File: src/design/ifr_pkg.sv
// ----------------------------------------------------------------------------
// ifr_pkg
// shared types and constants for the info frame receiver with destuffing
// ----------------------------------------------------------------------------
`default_nettype none

package ifr_pkg;

  // payload length counter width
  localparam int LEN_WIDTH = 16;
  // width of the reported length field
  localparam int LEN_OUT_W = 16;

  localparam logic [7:0] FLAG_BYTE = 8'h7E;
  localparam logic [7:0] ESC_BYTE  = 8'h7D;
  localparam logic [7:0] ESC_FLAG  = 8'h5E;
  localparam logic [7:0] ESC_ESC   = 8'h5D;

  // op queue between front and back
  localparam int QUEUE_DEPTH = 4;
  localparam int QPTR_W      = $clog2(QUEUE_DEPTH);

  // configuration register indexes
  localparam int CFG_IDX_W = 3;
  localparam logic [CFG_IDX_W-1:0] REG_ADDRESS  = 3'd0;
  localparam logic [CFG_IDX_W-1:0] REG_CTRL0    = 3'd1;
  localparam logic [CFG_IDX_W-1:0] REG_CTRL1    = 3'd2;
  localparam logic [CFG_IDX_W-1:0] REG_RR0      = 3'd3;
  localparam logic [CFG_IDX_W-1:0] REG_RR1      = 3'd4;
  localparam logic [CFG_IDX_W-1:0] REG_REJ0     = 3'd5;
  localparam logic [CFG_IDX_W-1:0] REG_REJ1     = 3'd6;

  typedef enum logic [2:0] {
    PH_HUNT,
    PH_FLAG,
    PH_ADDR,
    PH_CTRL,
    PH_DATA,
    PH_ESC
  } phase_t;

  typedef enum logic [1:0] {
    OP_DATA,
    OP_CLOSE,
    OP_ABORT
  } op_kind_t;

  typedef enum logic [1:0] {
    EV_PAYLOAD = 2'd0,
    EV_ACCEPT  = 2'd1,
    EV_REJECT  = 2'd2,
    EV_ABORT   = 2'd3
  } ev_kind_t;

  typedef struct packed {
    op_kind_t   kind;
    logic [7:0] data;
    logic       seq;
  } op_t;

  typedef struct packed {
    logic [7:0] address_byte;
    logic [7:0] ctrl_seq0;
    logic [7:0] ctrl_seq1;
    logic [7:0] ready_code0;
    logic [7:0] ready_code1;
    logic [7:0] reject_code0;
    logic [7:0] reject_code1;
  } cfg_t;

endpackage

`default_nettype wire

File: src/design/ifr_front.sv
// ----------------------------------------------------------------------------
// ifr_front
// flag hunt, header check and byte destuffing; emits ops to the back end
// ----------------------------------------------------------------------------
`default_nettype none

module ifr_front import ifr_pkg::*; (
  input  wire logic       clk,
  input  wire logic       rst,
  input  wire cfg_t       cfg,
  input  wire logic       accept,
  input  wire logic [7:0] rx_byte,
  output      logic       op_push,
  output      op_t        op
);

  phase_t     phase;
  phase_t     phase_next;
  logic [7:0] frame_ctrl;
  logic       seq_bit;

  // next state
  always_comb begin
    phase_next = phase;
    case (phase)
      PH_HUNT: begin
        if (rx_byte == FLAG_BYTE) phase_next = PH_FLAG;
      end
      PH_FLAG: begin
        if (rx_byte == cfg.address_byte) phase_next = PH_ADDR;
        else if (rx_byte != FLAG_BYTE) phase_next = PH_HUNT;
      end
      PH_ADDR: begin
        if (rx_byte == cfg.ctrl_seq0 || rx_byte == cfg.ctrl_seq1) phase_next = PH_CTRL;
        else if (rx_byte == FLAG_BYTE) phase_next = PH_FLAG;
        else phase_next = PH_HUNT;
      end
      PH_CTRL: begin
        if (rx_byte == (cfg.address_byte ^ frame_ctrl)) phase_next = PH_DATA;
        else phase_next = PH_HUNT;
      end
      PH_DATA: begin
        if (rx_byte == FLAG_BYTE) phase_next = PH_HUNT;
        else if (rx_byte == ESC_BYTE) phase_next = PH_ESC;
      end
      PH_ESC: begin
        if (rx_byte == ESC_FLAG || rx_byte == ESC_ESC) phase_next = PH_DATA;
        else phase_next = PH_HUNT;
      end
      default: phase_next = PH_HUNT;
    endcase
  end

  // op generation
  always_comb begin
    op_push  = 1'b0;
    op.kind  = OP_DATA;
    op.data  = rx_byte;
    op.seq   = seq_bit;
    case (phase)
      PH_DATA: begin
        if (rx_byte == FLAG_BYTE) begin
          op_push = accept;
          op.kind = OP_CLOSE;
        end else if (rx_byte != ESC_BYTE) begin
          op_push = accept;
        end
      end
      PH_ESC: begin
        op_push = accept;
        if (rx_byte == ESC_FLAG) begin
          op.data = FLAG_BYTE;
        end else if (rx_byte == ESC_ESC) begin
          op.data = ESC_BYTE;
        end else begin
          op.kind = OP_ABORT;
        end
      end
      default: op_push = 1'b0;
    endcase
  end

  always_ff @(posedge clk) begin
    if (rst) begin
      phase      <= PH_HUNT;
      frame_ctrl <= 8'd0;
      seq_bit    <= 1'b0;
    end else if (accept) begin
      phase <= phase_next;
      if (phase == PH_ADDR) begin
        if (rx_byte == cfg.ctrl_seq0) begin
          seq_bit    <= 1'b1;
          frame_ctrl <= rx_byte;
        end else if (rx_byte == cfg.ctrl_seq1) begin
          seq_bit    <= 1'b0;
          frame_ctrl <= rx_byte;
        end
      end
    end
  end

endmodule

`default_nettype wire

File: src/design/ifr_queue.sv
// ----------------------------------------------------------------------------
// ifr_queue
// small first-in first-out queue of ops between front and back
// ----------------------------------------------------------------------------
`default_nettype none

module ifr_queue import ifr_pkg::*; (
  input  wire logic clk,
  input  wire logic rst,
  input  wire logic push,
  input  wire op_t  push_op,
  output      logic full,
  input  wire logic pop,
  output      logic pop_valid,
  output      op_t  pop_op
);

  op_t               entries [QUEUE_DEPTH];
  logic [QPTR_W-1:0] wr_ptr;
  logic [QPTR_W-1:0] rd_ptr;
  logic [QPTR_W:0]   fill;
  logic              do_push;
  logic              do_pop;

  assign full      = (fill == (QPTR_W+1)'(QUEUE_DEPTH));
  assign pop_valid = (fill != '0);
  assign pop_op    = entries[rd_ptr];
  assign do_push   = push && !full;
  assign do_pop    = pop && pop_valid;

  always_ff @(posedge clk) begin
    if (do_push) entries[wr_ptr] <= push_op;
  end

  always_ff @(posedge clk) begin
    if (rst) begin
      wr_ptr <= '0;
      rd_ptr <= '0;
      fill   <= '0;
    end else begin
      if (do_push) wr_ptr <= wr_ptr + 1'b1;
      if (do_pop) rd_ptr <= rd_ptr + 1'b1;
      if (do_push && !do_pop) fill <= fill + 1'b1;
      else if (!do_push && do_pop) fill <= fill - 1'b1;
    end
  end

endmodule

`default_nettype wire

File: src/design/ifr_back.sv
// ----------------------------------------------------------------------------
// ifr_back
// one-byte holdback, block check, length count and result register
// ----------------------------------------------------------------------------
`default_nettype none

module ifr_back import ifr_pkg::*; (
  input  wire logic                 clk,
  input  wire logic                 rst,
  input  wire cfg_t                 cfg,
  input  wire logic                 op_valid,
  input  wire op_t                  op,
  output      logic                 op_pop,
  output      logic                 out_valid,
  input  wire logic                 out_ready,
  output      ev_kind_t             event_kind,
  output      logic [7:0]           payload_byte,
  output      logic [7:0]           reply_code,
  output      logic [LEN_OUT_W-1:0] payload_len,
  output      logic                 next_seq
);

  logic [7:0]           held_byte;
  logic                 held_valid;
  logic [7:0]           xor_acc;
  logic [LEN_WIDTH-1:0] byte_count;

  logic                 take;
  logic                 emit;
  logic                 frame_ok;
  ev_kind_t             ev_next;
  logic [7:0]           code_next;
  logic [7:0]           pbyte_next;
  logic [LEN_OUT_W-1:0] len_next;

  assign take   = op_valid && (!out_valid || out_ready);
  assign op_pop = take;

  assign frame_ok = held_valid && (xor_acc == held_byte);

  always_comb begin
    emit       = 1'b0;
    ev_next    = EV_PAYLOAD;
    pbyte_next = 8'd0;
    code_next  = 8'd0;
    len_next   = '0;
    case (op.kind)
      OP_DATA: begin
        emit       = held_valid;
        pbyte_next = held_byte;
      end
      OP_CLOSE: begin
        emit = 1'b1;
        if (frame_ok) begin
          ev_next   = EV_ACCEPT;
          code_next = op.seq ? cfg.ready_code1 : cfg.ready_code0;
        end else begin
          ev_next   = EV_REJECT;
          code_next = op.seq ? cfg.reject_code1 : cfg.reject_code0;
        end
        if (held_valid) len_next = LEN_OUT_W'(byte_count);
      end
      OP_ABORT: begin
        emit    = 1'b1;
        ev_next = EV_ABORT;
      end
      default: emit = 1'b0;
    endcase
  end

  always_ff @(posedge clk) begin
    if (rst) begin
      held_valid <= 1'b0;
      held_byte  <= 8'd0;
      xor_acc    <= 8'd0;
      byte_count <= '0;
    end else if (take) begin
      if (op.kind == OP_DATA) begin
        held_byte  <= op.data;
        held_valid <= 1'b1;
        if (held_valid) begin
          xor_acc <= xor_acc ^ held_byte;
          if (byte_count != '1) byte_count <= byte_count + 1'b1;
        end
      end else begin
        held_valid <= 1'b0;
        xor_acc    <= 8'd0;
        byte_count <= '0;
      end
    end
  end

  always_ff @(posedge clk) begin
    if (rst) begin
      out_valid <= 1'b0;
    end else if (take) begin
      out_valid <= emit;
    end else if (out_ready) begin
      out_valid <= 1'b0;
    end
  end

  always_ff @(posedge clk) begin
    if (take && emit) begin
      event_kind   <= ev_next;
      payload_byte <= pbyte_next;
      reply_code   <= code_next;
      payload_len  <= len_next;
      next_seq     <= op.seq;
    end
  end

  a_close_clears: assert property (@(posedge clk) disable iff (rst)
    (take && op.kind != OP_DATA) |=> (!held_valid && xor_acc == 8'd0 && byte_count == '0))
    else $error("frame end did not clear holdback state");

  a_data_holds: assert property (@(posedge clk) disable iff (rst)
    (take && op.kind == OP_DATA) |=> held_valid)
    else $error("data op did not fill the holdback byte");

  a_pbyte_zero: assert property (@(posedge clk) disable iff (rst)
    (out_valid && event_kind != EV_PAYLOAD) |-> (payload_byte == 8'd0))
    else $error("payload byte not zero on a frame status");

  a_len_zero: assert property (@(posedge clk) disable iff (rst)
    (out_valid && (event_kind == EV_PAYLOAD || event_kind == EV_ABORT))
      |-> (payload_len == '0 && reply_code == 8'd0))
    else $error("length or reply code set on payload or abort");

endmodule

`default_nettype wire

File: src/design/info_frame_receiver_destuff_bcc_unit.sv
// ----------------------------------------------------------------------------
// info_frame_receiver_destuff_bcc_unit
// information frame receiver: flag hunt, header check, destuffing, xor check
// ----------------------------------------------------------------------------
// path: a byte's op enters the op queue at the edge that accepts the byte,
//   and the back end's result register loads from the queue head when the
//   result side is not stalled
// throughput: one received byte per cycle while the op queue is not full, set by the front state machine
//   and the back end each handling one op per clock
// reset: synchronous, clears the frame state and the op queue and loads the
//   default configuration; no clearing pass
`default_nettype none

module info_frame_receiver_destuff_bcc_unit import ifr_pkg::*; (
  input  wire logic                 clk,
  input  wire logic                 rst,
  // receive byte stream
  input  wire logic                 s_tvalid,
  output      logic                 s_tready,
  input  wire logic [7:0]           s_tdata,   // [7:0] rx_byte
  // result stream
  output      logic                 m_tvalid,
  input  wire logic                 m_tready,
  output      logic [39:0]          m_tdata,   // [7:0] payload_byte, [15:8] reply_code,
                                               // [31:16] payload_len, [32] next_seq
  output      logic [1:0]           m_tuser,   // [1:0] event_kind
  // configuration writes
  input  wire logic                 cfg_valid,
  output      logic                 cfg_ready,
  input  wire logic [CFG_IDX_W-1:0] cfg_index,
  input  wire logic [7:0]           cfg_data
);

  cfg_t                 cfg;
  logic                 in_accept;
  logic                 q_full;
  logic                 front_push;
  op_t                  front_op;
  logic                 q_valid;
  op_t                  q_op;
  logic                 q_pop;
  ev_kind_t             ev_kind;
  logic [7:0]           pbyte;
  logic [7:0]           rcode;
  logic [LEN_OUT_W-1:0] plen;
  logic                 nseq;

  // configuration registers, always ready; the user must write them only while idle, the block does not enforce it
  assign cfg_ready = 1'b1;

  always_ff @(posedge clk) begin
    if (rst) begin
      cfg.address_byte <= 8'h03;
      cfg.ctrl_seq0    <= 8'h00;
      cfg.ctrl_seq1    <= 8'h40;
      cfg.ready_code0  <= 8'h05;
      cfg.ready_code1  <= 8'h85;
      cfg.reject_code0 <= 8'h01;
      cfg.reject_code1 <= 8'h81;
    end else if (cfg_valid) begin
      case (cfg_index)
        REG_ADDRESS: cfg.address_byte <= cfg_data;
        REG_CTRL0:   cfg.ctrl_seq0    <= cfg_data;
        REG_CTRL1:   cfg.ctrl_seq1    <= cfg_data;
        REG_RR0:     cfg.ready_code0  <= cfg_data;
        REG_RR1:     cfg.ready_code1  <= cfg_data;
        REG_REJ0:    cfg.reject_code0 <= cfg_data;
        REG_REJ1:    cfg.reject_code1 <= cfg_data;
        default:     ;  // unmapped index, write dropped
      endcase
    end
  end

  // the front takes a byte whenever the op queue has room; every byte makes
  // at most one op, so a free slot is all it needs
  assign s_tready  = !q_full;
  assign in_accept = s_tvalid && s_tready;

  ifr_front u_front (
    .clk     (clk),
    .rst     (rst),
    .cfg     (cfg),
    .accept  (in_accept),
    .rx_byte (s_tdata),
    .op_push (front_push),
    .op      (front_op)
  );

  // decouples the byte side from result back-pressure
  ifr_queue u_queue (
    .clk       (clk),
    .rst       (rst),
    .push      (front_push),
    .push_op   (front_op),
    .full      (q_full),
    .pop       (q_pop),
    .pop_valid (q_valid),
    .pop_op    (q_op)
  );

  // holdback byte, bcc2 check, length count and the result register
  ifr_back u_back (
    .clk          (clk),
    .rst          (rst),
    .cfg          (cfg),
    .op_valid     (q_valid),
    .op           (q_op),
    .op_pop       (q_pop),
    .out_valid    (m_tvalid),
    .out_ready    (m_tready),
    .event_kind   (ev_kind),
    .payload_byte (pbyte),
    .reply_code   (rcode),
    .payload_len  (plen),
    .next_seq     (nseq)
  );

  // pack result fields, low field first, padded to whole bytes
  assign m_tuser = ev_kind;
  assign m_tdata = {7'd0, nseq, plen, rcode, pbyte};

endmodule

`default_nettype wire

File: config.mk
export PLATFORM = sky130hd
export DESIGN_NAME = info_frame_receiver_destuff_bcc_unit
export DESIGN_NICKNAME = d
export VERILOG_FILES = /design/src/design/ifr_pkg.sv /design/src/design/ifr_front.sv /design/src/design/ifr_queue.sv /design/src/design/ifr_back.sv /design/src/design/info_frame_receiver_destuff_bcc_unit.sv
export SDC_FILE = /design/constraint.sdc
export NUM_CORES = 1
export LEC_CHECK = 0
export CAP_MARGIN = 25
export CORE_UTILIZATION = 30
export DETAILED_ROUTE_END_ITERATION = 10
export DONT_BUFFER_PORTS = 1
export SLEW_MARGIN = 30
export SYNTH_ARGS = -nofsm -noshare
export SYNTH_HDL_FRONTEND = slang
export SYNTH_HIERARCHICAL = 1
export SYNTH_SLANG_ARGS = --single-unit
File: constraint.sdc
create_clock -name clk -period 8.6 [get_ports clk]
set_clock_uncertainty 0.1 [all_clocks]
set_input_delay 2.58 -clock clk [delete_from_list [all_inputs] [get_ports clk]]
set_output_delay 2.58 -clock clk [all_outputs]
set_load 0.005 [all_outputs]
==> flow_metrics.py <==
metrics = {
    "status": {
        "outcome": "finished, final reports clean",
    },
    "floorplan": {
        "rows": 62,
        "io_pins": 69,
        "die_h_microns": 174,
        "dieWidth_microns": 174,
        "initial_core_util": 0.308,
        "core_sq_um": 28900,
        "die-area_sq_um": 30400,
    },
    "global_route": {
        "grt-ovfl-total": 0,
        "grt_pass1_wl_microns": 31300,
        "grt_use_total": 0.133,
        "antenna_found_initial": 0,
        "grt_start_max_net_pins": 127,
        "grt_pass1_vias": 5476,
    },
    "synthesis": {
        "synthXorXnorAreaFrac": 0.0442,
        "syn_area_sq_um": 8910,
        "yosys_warnings": 6,
        "synth_cell_types": 76,
        "syn_inst": 796,
        "synthAdderAreaFrac": 0.0163,
        "synth_top_family_by_area": "simple AND/OR/NAND/NOR gates",
        "yosysSeqAreaShare": 0.515,
        "syn_area_per_cell_sq_um": 11.2,
        "synth_top_flop_cell": "dfxtp_1",
        "synth_mux_area_frac": 0.105,
        "synth_compound_area_frac": 0.0860,
        "synth_simple_gate_area_frac": 0.184,
        "synth-seq-cells": 190,
        "async_flop_share": 0,
        "synth_enable_flop_cells": 79,
    },
    "drt": {
        "wl_microns": 19900,
        "drtPass1Iterations": 5,
        "drc_errors": 0,
        "drt_iter0_drc": 430,
        "via_count": 5711,
        "via_per_inst": 4.96,
        "ant_nets": 0,
        "wire_per_inst_microns": 17.3,
    },
    "worst_setup_path": {
        "crit_type": "input pin to register",
        "cp-start-kind": "input pin",
        "crit_path_start": "s_tdata[3]",
        "r2r-end": "u_back/payload_len[14]$_SDFFCE_PN0P_",
        "cp_max_fo": 10,
        "crit_end": "u_queue/fill[2]$_SDFFE_PP0P_",
        "cp-end-kind": "register",
        "worstPathRequired_ps": 8860,
        "timing.reg2reg.setup_slack_ps": 4570,
        "r2r_cells": 7,
        "cp_data_arrival_time_ps": 4750,
    },
    "place": {
        "dpl_cell_area_sq_um": 9110,
        "gp_congestion": 0.850,
        "post-place-ws_ps": 3680,
        "port_buffers": 0,
        "place_inst": 1119,
        "place_hpwl_microns": 13400,
    },
    "clocking": {
        "clockBufferDepth": 2,
        "htree_levels": 4,
        "root_buffer": "clkbuf_16",
        "cts_buffers": 17,
        "ctsResizeCount": 0,
        "cts.clk_slew.worst_paths_ps": 70,
        "insertion_delay_ps": 440,
        "holdBufCountCts": 0,
        "cts_num_sinks": 190,
        "cts_tree": "yes",
        "post_cts_buffers": 0,
    },
    "timing": {
        "hold_viol": 0,
        "clock.fmax_mhz": 223,
        "rsz0062_at_grt": "false",
        "finalSetupViolCount": 0,
        "report.final.slew_viol_count": 0,
        "fin_ws_ps": 4110,
        "timing.hold.ws_ps": 371,
        "period_needed_ps": 4490,
        "tightest_slew_ps": 941,
        "slew_headroom": 0.372,
        "final.setup.tns_ps": 0,
        "period_share": 0.522,
    },
    "power": {
        "irDropWorstVdd_mv": 0.137,
        "p_sw_frac": 0.224,
        "sequentialPowerShare": 0.535,
        "power.internal_uw": 1370,
        "p_leak_uw": 0.00367,
        "pwr-share-clk": 0.442,
        "switching_power_uw": 395,
        "power_density_nw_per_um2": 182,
        "p_comb_frac": 0.023,
    },
    "layout": {
        "nNetsFinal": 789,
        "drive_gt1_frac": 0.0939,
        "seq_area_sq_um": 4590,
        "area_delta_synth_final_pct": 8.69,
        "layout.cells.non_filler": 1151,
        "antenna_cells": 0,
        "finish.instance_area_sq_um": 9690,
        "multiInputGateArea_sq_um": 3930,
        "fillers": 2870,
    },
    "job": {
        "maxCapViolCount": 0,
    },
    "worst_hold_path": {
        "worst_hold_path_type": "register to register",
        "hold_path_startpoint": "cfg[30]$_SDFFE_PP0P_",
    },
}
-- cells by family after synthesis --
family | count (synthesis)
AOI/OAI and AO/OA | 110
xor gates and xnor gates | 45
adders and majority gates | 11
buffers and inverters | 85
DFF | 190
muxes | 80
other | 2
and+or+nand+nor | 273
-- stage by stage --
step                utilization  total power (uW)
global placement          0.313              1000
detailed placement        0.315              1000
finish                    0.335              1760
global route              0.335              1820
CTS                       0.335              1770
floorplan                     -              1010
-- critical path: stages --
cell and delay [ps]:
and4b_1 240, nand4_1 110, and3_1 200, inv_1 80
nor2_2 210, ha_1 230, inv_1 70, fa_1 430
xor2_1 150, or3_1 310, a21oi_1 140
-- synthesized netlist by cell type (12+ instances only) --
master | instances | share of area
a21oi_1 | 34 | 0.019
and2_1 | 22 | 0.015
and3_1 | 21 | 0.015
buf_2 | 14 | 0.0079
clkbuf_1 | 37 | 0.016
dfxtp_1 | 111 | 0.25
edfxtp_1 | 79 | 0.27
inv_1 | 13 | 0.0055
mux2i_1 | 68 | 0.076
nand2_1 | 24 | 0.010
nand2b_1 | 62 | 0.044
nand3_1 | 19 | 0.011
nor2_1 | 50 | 0.021
o21ai_0 | 12 | 0.0067
o21ai_1 | 12 | 0.0067
xor2_1 | 41 | 0.040
-- registers in the layout (all words and copies together) (netlist names), named ones only --
signal,cells
cfg,56
u_queue/entries,44
u_back/byte_count,16
u_back/payload_len,16
u_back/held_byte,8
u_back/payload_byte,8
u_back/reply_code,8
u_back/xor_acc,8
u_front/frame_ctrl,8
u_front/phase,3
u_queue/fill,3
u_back/event_kind,2
u_queue/rd_ptr,2
u_queue/wr_ptr,2
u_back/held_valid,1
u_back/next_seq,1
u_back/out_valid,1
u_front/seq_bit,1
-- layout by cell type, fill, tap and decap left out, drive strengths merged, types with 3 or more instances in the layout --
| master | instances |
|---|---|
| and4b | 3 |
| a32oi | 7 |
| or4 | 3 |
| xnor2 | 4 |
| a21oi | 34 |
| nor4 | 10 |
| o2111ai | 8 |
| mux2i | 68 |
| o21ai | 24 |
| a311oi | 8 |
| buf | 3 |
| nand4bb | 3 |
| a41oi | 3 |
| a31oi | 6 |
| nand4b | 5 |
| edfxtp | 79 |
| dfxtp | 111 |
| or3 | 4 |
| xor2 | 41 |
| and2 | 23 |
| conb | 8 |
| nand3 | 20 |
| nor3 | 6 |
| nand3b | 8 |
| nand2 | 24 |
| inv | 23 |
| nor2 | 51 |
| mux4 | 11 |
| clkinvlp | 5 |
| and3 | 22 |
| nand4 | 11 |
| ha | 10 |
| nand2b | 62 |
| clkbuf | 17 |
| nor2b | 10 |
-- routing by layer --
metal	share of wire	up-vias	routed length, microns	track usage
met4	0.0095	0	189	0.0322
li1	-	2769	-	-
met3	0.032	13	642	0.0280
met2	0.46	131	9150	0.208
met5	0	-	0	0
met1	0.50	2798	9880	0.187
-- power groups by stage --
stage	sequential, uW	combinational, uW	clock [uW]
final	942	40.5	779
after global routing	943	44.6	829
after CTS	942	40.8	791
after detailed placement	963	40.3	0
after global placement	963	40.3	0
after floorplan	961	51.4	0
-- how the worst min path moves through the flow --
| stage | end | slack [ps] | cells past startpoint |
|---|---|---|---|
| floorplan | cfg[30]$_SDFFE_PP0P_ | 340 | 2 |
| global placement | cfg[29]$_SDFFE_PP0P_ | 360 | 2 |
| detailed placement | cfg[30]$_SDFFE_PP0P_ | 360 | 2 |
| CTS | cfg[30]$_SDFFE_PP0P_ | 370 | 2 |
| global route | cfg[13]$_SDFFE_PP0P_ | 400 | 2 |
| finish | cfg[30]$_SDFFE_PP0P_ | 370 | 2 |
-- final cells by class --
class	count	area share
Clock buffer	17	0.0439
Clock inverter	15	0.0154
Inverter	15	0.00581
Multi-Input combinational cell	527	0.406
Sequential cell	190	0.474
Tap cell	384	0.0496
Timing Repair Buffer	3	0.00517
Note: power is estimated with default switching activity, not from simulation.
